[config.mk]
export PLATFORM = sky130hd
export DESIGN_NAME = hpid_useq
export DESIGN_NICKNAME = d
export VERILOG_FILES = /design/src/sv/hpid_pkg.sv /design/src/sv/hpid_useq.sv
export SDC_FILE = /design/constraint.sdc
export NUM_CORES = 1
export LEC_CHECK = 0
export BUFFER_PORTS_ARGS = -buffer_cell sky130_fd_sc_hd__clkbuf_2
export CAP_MARGIN = 30
export CORE_AREA = 4 4 41 43
export CTS_CLUSTER_DIAMETER = 80
export DETAILED_ROUTE_END_ITERATION = 10
export DIE_AREA = 0 0 45 47
export GPL_TIMING_DRIVEN = 1
export PLACE_DENSITY = 0.58
export SYNTH_ARGS = -nofsm -noshare
export SYNTH_HDL_FRONTEND = slang
export SYNTH_SLANG_ARGS = --single-unit
[constraint.sdc]
create_clock -name clk -period 2.6 [get_ports clk]
set_clock_uncertainty 0.2 [all_clocks]
set_input_delay 0.13 -clock clk [delete_from_list [all_inputs] [get_ports clk]]
set_output_delay 0.13 -clock clk [all_outputs]
set_load 0.1 [all_outputs]
[src/sv/hpid_pkg.sv]
// ----------------------------------------------------------------------------
// hpid_pkg
// Types, constants and the microprogram of the heater PID controller.
// ----------------------------------------------------------------------------
package hpid_pkg;

  localparam int STEP_W = 3;
  typedef logic [STEP_W-1:0] step_t;

  // multiplier operand selects
  typedef enum logic [2:0] {
    A_ERR,
    A_INTEG,
    A_DIFF,
    A_PROD,
    A_DFILT
  } a_sel_t;

  typedef enum logic [2:0] {
    B_PGAIN,
    B_IGAIN,
    B_ALPHA,
    B_DGAIN,
    B_BETA
  } b_sel_t;

  // jump conditions
  typedef enum logic [1:0] {
    COND_NEVER,
    COND_NO_INPUT,
    COND_OUT_BUSY
  } cond_t;

  // configuration register indexes
  typedef enum logic [2:0] {
    REG_SETPOINT,
    REG_P_GAIN,
    REG_I_GAIN,
    REG_D_GAIN,
    REG_INTEGRAL_LIMIT
  } reg_idx_t;

  typedef struct packed {
    a_sel_t a_sel;
    b_sel_t b_sel;
    logic   ld_in;
    logic   ld_p;
    logic   ld_i;
    logic   ld_acc;
    logic   ld_d;
    logic   ld_out;
    cond_t  cond;
    step_t  target;
  } ctrl_t;

  typedef struct packed {
    logic in_req;
    logic out_busy;
  } status_t;

  typedef struct packed {
    logic [15:0] setpoint;
    logic [23:0] p_gain;
    logic [23:0] i_gain;
    logic [23:0] d_gain;
    logic [30:0] integral_limit;
  } cfg_t;

  localparam int CFG_W = 31;

  localparam logic signed [24:0] ALPHA_Q16 = 25'sd3277;
  localparam logic signed [24:0] BETA_Q16  = 25'sd62259;
  localparam logic signed [56:0] I_ONE_Q24 = 57'sd16777216;
  localparam logic [16:0]        I_ONE_Q16 = 17'h10000;

  // microprogram: one control word per step
  function automatic ctrl_t ucode(input step_t s);
    ctrl_t c;
    c.a_sel  = A_ERR;
    c.b_sel  = B_PGAIN;
    c.ld_in  = 1'b0;
    c.ld_p   = 1'b0;
    c.ld_i   = 1'b0;
    c.ld_acc = 1'b0;
    c.ld_d   = 1'b0;
    c.ld_out = 1'b0;
    c.cond   = COND_NEVER;
    c.target = '0;
    case (s)
      3'd0: begin
        c.ld_in  = 1'b1;
        c.cond   = COND_NO_INPUT;
        c.target = 3'd0;
      end
      3'd1: begin
        c.a_sel = A_ERR;
        c.b_sel = B_PGAIN;
      end
      3'd2: begin
        c.ld_p  = 1'b1;
        c.a_sel = A_INTEG;
        c.b_sel = B_IGAIN;
      end
      3'd3: begin
        c.ld_i  = 1'b1;
        c.a_sel = A_DIFF;
        c.b_sel = B_ALPHA;
      end
      3'd4: begin
        c.a_sel = A_PROD;
        c.b_sel = B_DGAIN;
      end
      3'd5: begin
        c.ld_acc = 1'b1;
        c.a_sel  = A_DFILT;
        c.b_sel  = B_BETA;
      end
      3'd6: begin
        c.ld_d = 1'b1;
      end
      3'd7: begin
        c.ld_out = 1'b1;
        c.cond   = COND_OUT_BUSY;
        c.target = 3'd7;
      end
      default: begin
        c.cond = COND_NEVER;
      end
    endcase
    return c;
  endfunction

endpackage

[src/sv/hpid_useq.sv]
// ----------------------------------------------------------------------------
// hpid_useq
// Step counter and microcode table with conditional jumps.
// ----------------------------------------------------------------------------
module hpid_useq (
  input  logic               clk,
  input  logic               rst_n,
  input  hpid_pkg::status_t  stat,
  output hpid_pkg::ctrl_t    ctrl
);

  hpid_pkg::step_t step_r;
  hpid_pkg::step_t step_nxt;
  logic            take;

  assign ctrl = hpid_pkg::ucode(step_r);

  always_comb begin
    case (ctrl.cond)
      hpid_pkg::COND_NO_INPUT: take = !stat.in_req;
      hpid_pkg::COND_OUT_BUSY: take = stat.out_busy;
      default:                 take = 1'b0;
    endcase
  end

  assign step_nxt = take ? ctrl.target : step_r + 1'b1;

  always_ff @(posedge clk) begin
    if (!rst_n) begin
      step_r <= '0;
    end else begin
      step_r <= step_nxt;
    end
  end

endmodule

* After elaboration in Yosys (flattened, before gate mapping)
Cells that the tools add are included.
** Word-level totals
- Logic and storage cells :: 22
- Bits of input ports :: 4
- Bits in registers :: 3
- Output and inout port bits :: 17
** Cells by class
- Equality and inequality tests :: 8
- Reductions and logical operators :: 2
- Add/subtract/negate cells :: 1
- Muxes and demuxes :: 10
** Operator list (number)
- case mux 6 bit (4 select lines) :: 1
- equality test 3 bit (second input constant) :: 4
- case mux 5 bit (2 select lines) :: 1
- equality test 3 x 2 -> 1 bit (second input constant) :: 2
- two-way mux 1 bit :: 6
- adder 3 x 1 -> 3 bit (second input constant) :: 1
- logical NOT 3 bit :: 1
- two-way mux 3 bit :: 1
- equality test 2 x 1 -> 1 bit (second input constant) :: 1
- equality test 2 bit (second input constant) :: 1
- case mux 1 bit (2 select lines) :: 1
- logical NOT 1 bit :: 1

* Depth between registers and ports, before layout
- Depth in word-level cells :: 5
- Gate-level depth with buffers :: 5
- Gate-level depth less buffers :: 5

* Worst setup path before layout
Ideal clock, no wire load.
- Path kind :: reg-to-output
- Start point :: register step_r[0]
- End point :: output port ctrl[14] (netlist name)
- Setup slack :: -0.823 ns
- Data required time :: 2.270 ns
- Cell stages (with the launch flop) :: 6
- Arrival time :: 3.093 ns
- Buffers on the path :: 1
- Cells stage by stage :: dfxtp_1 -> inv_1 -> ha_1 -> nor2b_1 -> a21o_1 -> buf_4
** RTL lines
- start: declaration :: line hpid_useq.sv:12 : hpid_pkg::step_t step_r;
- start signal: assignment :: line hpid_useq.sv:32 : step_r <= step_nxt;
- end: declaration :: line hpid_useq.sv:9 : output hpid_pkg::ctrl_t ctrl

==> flow_metrics.py <==
metrics = {
    "min_path": {
        "hold_class": "in2reg",
    },
    "clock_network": {
        "insertion_delay_ps": 230,
        "cts_tree": "yes",
        "cts_max_path_buffers": 2,
        "cts.sinks": 3,
        "htreeDepth": 1,
        "clkSlewWorstSetupHoldPaths_ps": 40,
        "cts_resized": 0,
        "cts_setup_buffers": 0,
        "cts_buffers": 3,
        "root_buffer": "clkbuf_4",
        "ctsHoldBuffers": 1,
    },
    "synthesis": {
        "syn_avg_cell_area_um2": 8.539,
        "synth_largest_area_cell": "ha_1",
        "synth_top_family_by_area": "adder cells",
        "postSynth.asyncResetShare_pct": 0,
        "synth_flop_cell": "dfxtp_1",
        "yosys_register_bits": 3,
        "ys_types": 15,
        "synthCells": 40,
        "seq_area_frac_synth_pct": 17.58,
        "synth-simple-area-share_pct": 22.34,
        "synth_edf_count": 0,
        "synthesis.area_um2": 341.6,
        "yosysWarnings": 0,
        "synth_mux_area_share_pct": 2.930,
        "yosysTopAreaCellShare_pct": 25.64,
        "synthTopCellsByArea": "ha_1 (26%), dfxtp_1 (18%), buf_4 (15%)",
        "syn-num-nets": 51,
        "yosys-top-cells-count": "buf_4 (7), ha_1 (7)",
        "synth_xor_area_share_pct": 0,
        "synthAdderAreaFrac_pct": 25.64,
        "synth_compound_gate_area_share_pct": 11.36,
    },
    "worst_setup_path": {
        "worstSetupPathType": "reg2out",
        "crit_path_end": "ctrl[2]",
        "critical_path.top_delay_family": "flip-flops",
        "max_stage_delay_ps": 600,
        "cp_max_fo": 13,
        "reg2reg_slack_ps": 620,
        "rr_endpoint": "step_r[2]",
        "worstSetupPathDepth": 2,
        "crit_buf_inv": 1,
        "worstSetupEndpointType": "output pin",
        "crit_path_top_delay_cell": "dfxtp_1",
        "regToRegStartpoint": "step_r[0]",
        "worst_setup_path_start_kind": "flip-flop",
        "reg2reg_depth": 5,
        "startpoint": "step_r[2]",
        "arrival_ps": 1670,
        "worstPathRequired_ps": 2270,
        "crit_chain": "ha_1, clkbuf_2",
    },
    "grt": {
        "grt_usage_pct": 6.788,
        "grt_pass1_vias": 230,
        "grt_overflow": 0,
        "grt_pass1_wl_um": 959,
        "grt_max_degree": 14,
        "antenna_found_initial": 0,
    },
    "final_layout": {
        "regMostFlops": "step_r",
        "antenna_cells": 0,
        "stdcell_area_um2": 449.2,
        "final_cells": 72,
        "area_delta_synth_final_pct": 31.50,
        "drive_gt1_share_pct": 45.61,
        "reg_top3": "step_r (3)",
        "nets": 69,
        "utilization_pct": 34.52,
        "largest_reg_flops": 3,
    },
    "pwr": {
        "p_leak_nw": 0.2590,
        "fin_total_pwr_mw": 0.4690,
        "ir_drop_v": 0.0003732,
        "p_per_area_nw_per_um2": 1044,
    },
    "floorplanning": {
        "die_h_um": 47,
        "start_util_pct": 26.25,
        "boundaryPins": 21,
        "dieArea_um2": 2115,
        "dieWidth_um": 45,
        "core_area_um2": 1301,
        "row_count": 13,
    },
    "placement": {
        "place_inst": 67,
        "io_buffer_count": 20,
        "gp_congestion": 0.7777,
        "post-place-ws_ps": 610.7,
        "placed_area_um2": 412.9,
    },
    "sta": {
        "rsz0062_at_grt": "no",
        "setup_viol": 0,
        "hold_viol": 0,
        "final.setup.tns_ps": 0,
        "fmax_mhz": 500.6,
        "slew_violations": 0,
        "max_slew_margin_pct": 64.06,
        "worst_slack_ps": 602.5,
        "whs_ps": 87.34,
        "worst_pin_slew_ps": 541.4,
        "fin_crit_sh_pct": 76.83,
        "fin_crit_ps": 1997,
    },
    "drt": {
        "remaining_drc_errors": 0,
        "avgRoutedWirePerCell_um": 8.958,
        "first_pass_iters": 2,
        "drt_wl_total_um": 645,
        "via_count": 293,
        "drtIter0Drc": 1,
        "ant_nets": 0,
        "via_per_inst": 4.069,
    },
    "run_status": {
        "outcome": "finished, final reports clean",
    },
    "flow_run": {
        "cap_viol_max_count": 0,
    },
}
## layer usage
| layer | GRT usage (%) | vias to the layer above | part of all wire [%] |
|---|---|---|---|
| met3 | 3.448 | 2 | 11 |
| li1 | - | 157 | - |
| met2 | 9.040 | 14 | 44 |
| met1 | 7.483 | 120 | 42 |
| met5 | 0 | - | 0 |
| met4 | 7.018 | 0 | 2.2 |
## worst min-delay path: stages
cell and delay [ps]:
clkbuf_2 80, nand2_1 70, a21oi_2 60, o21ai_0 140
## final cells by class
| type | count | area (um2) |
|---|---|---|
| flip-flops and latches | 3 | 60.06 |
| fillers | 151 | 852.1 |
| well taps | 15 | 18.77 |
| repair buffers | 21 | 110.1 |
| clock buffers | 4 | 26.28 |
| inverters | 3 | 11.26 |
| multi-input cells | 26 | 222.7 |
## worst min-delay path by stage
stage	start	endpoint	slack, ps	cells after the start
after floorplan	rst_n	step_r[1]	80	2
after global placement	rst_n	step_r[2]	230	3
after detailed placement	rst_n	step_r[0]	230	3
after CTS	stat[0]	step_r[0]	80	4
after global routing	stat[0]	step_r[0]	110	4
final	stat[0]	step_r[0]	90	4
## where the power goes
group	switching, mW	internal (mW)
Clock	0.0240	0.0575
Combinational	0.267	0.0564
Sequential	0.0102	0.0544
## cells in the final DEF, fill, tap and decap left out
cell type	count
nand2b_1	1
ha_1	6
a21o_1	2
inv_1	3
and2_1	3
mux2i_1	1
nor2b_4	1
nor2b_1	2
dfxtp_1	3
a21oi_2	1
clkbuf_4	3
clkbuf_2	20
or4b_1	1
ha_2	1
clkbuf_1	1
nand4bb_1	1
nand2_1	3
o21ai_0	3
dlygate4sd3_1	1
## logic make-up after synthesis
logic type | after synthesis
AOI/OAI and AO/OA | 6
adders and majority gates | 7
buffers and inverters | 11
DFF | 3
muxes | 1
and+or+nand+nor | 12
(Power assumes the default switching activity.)
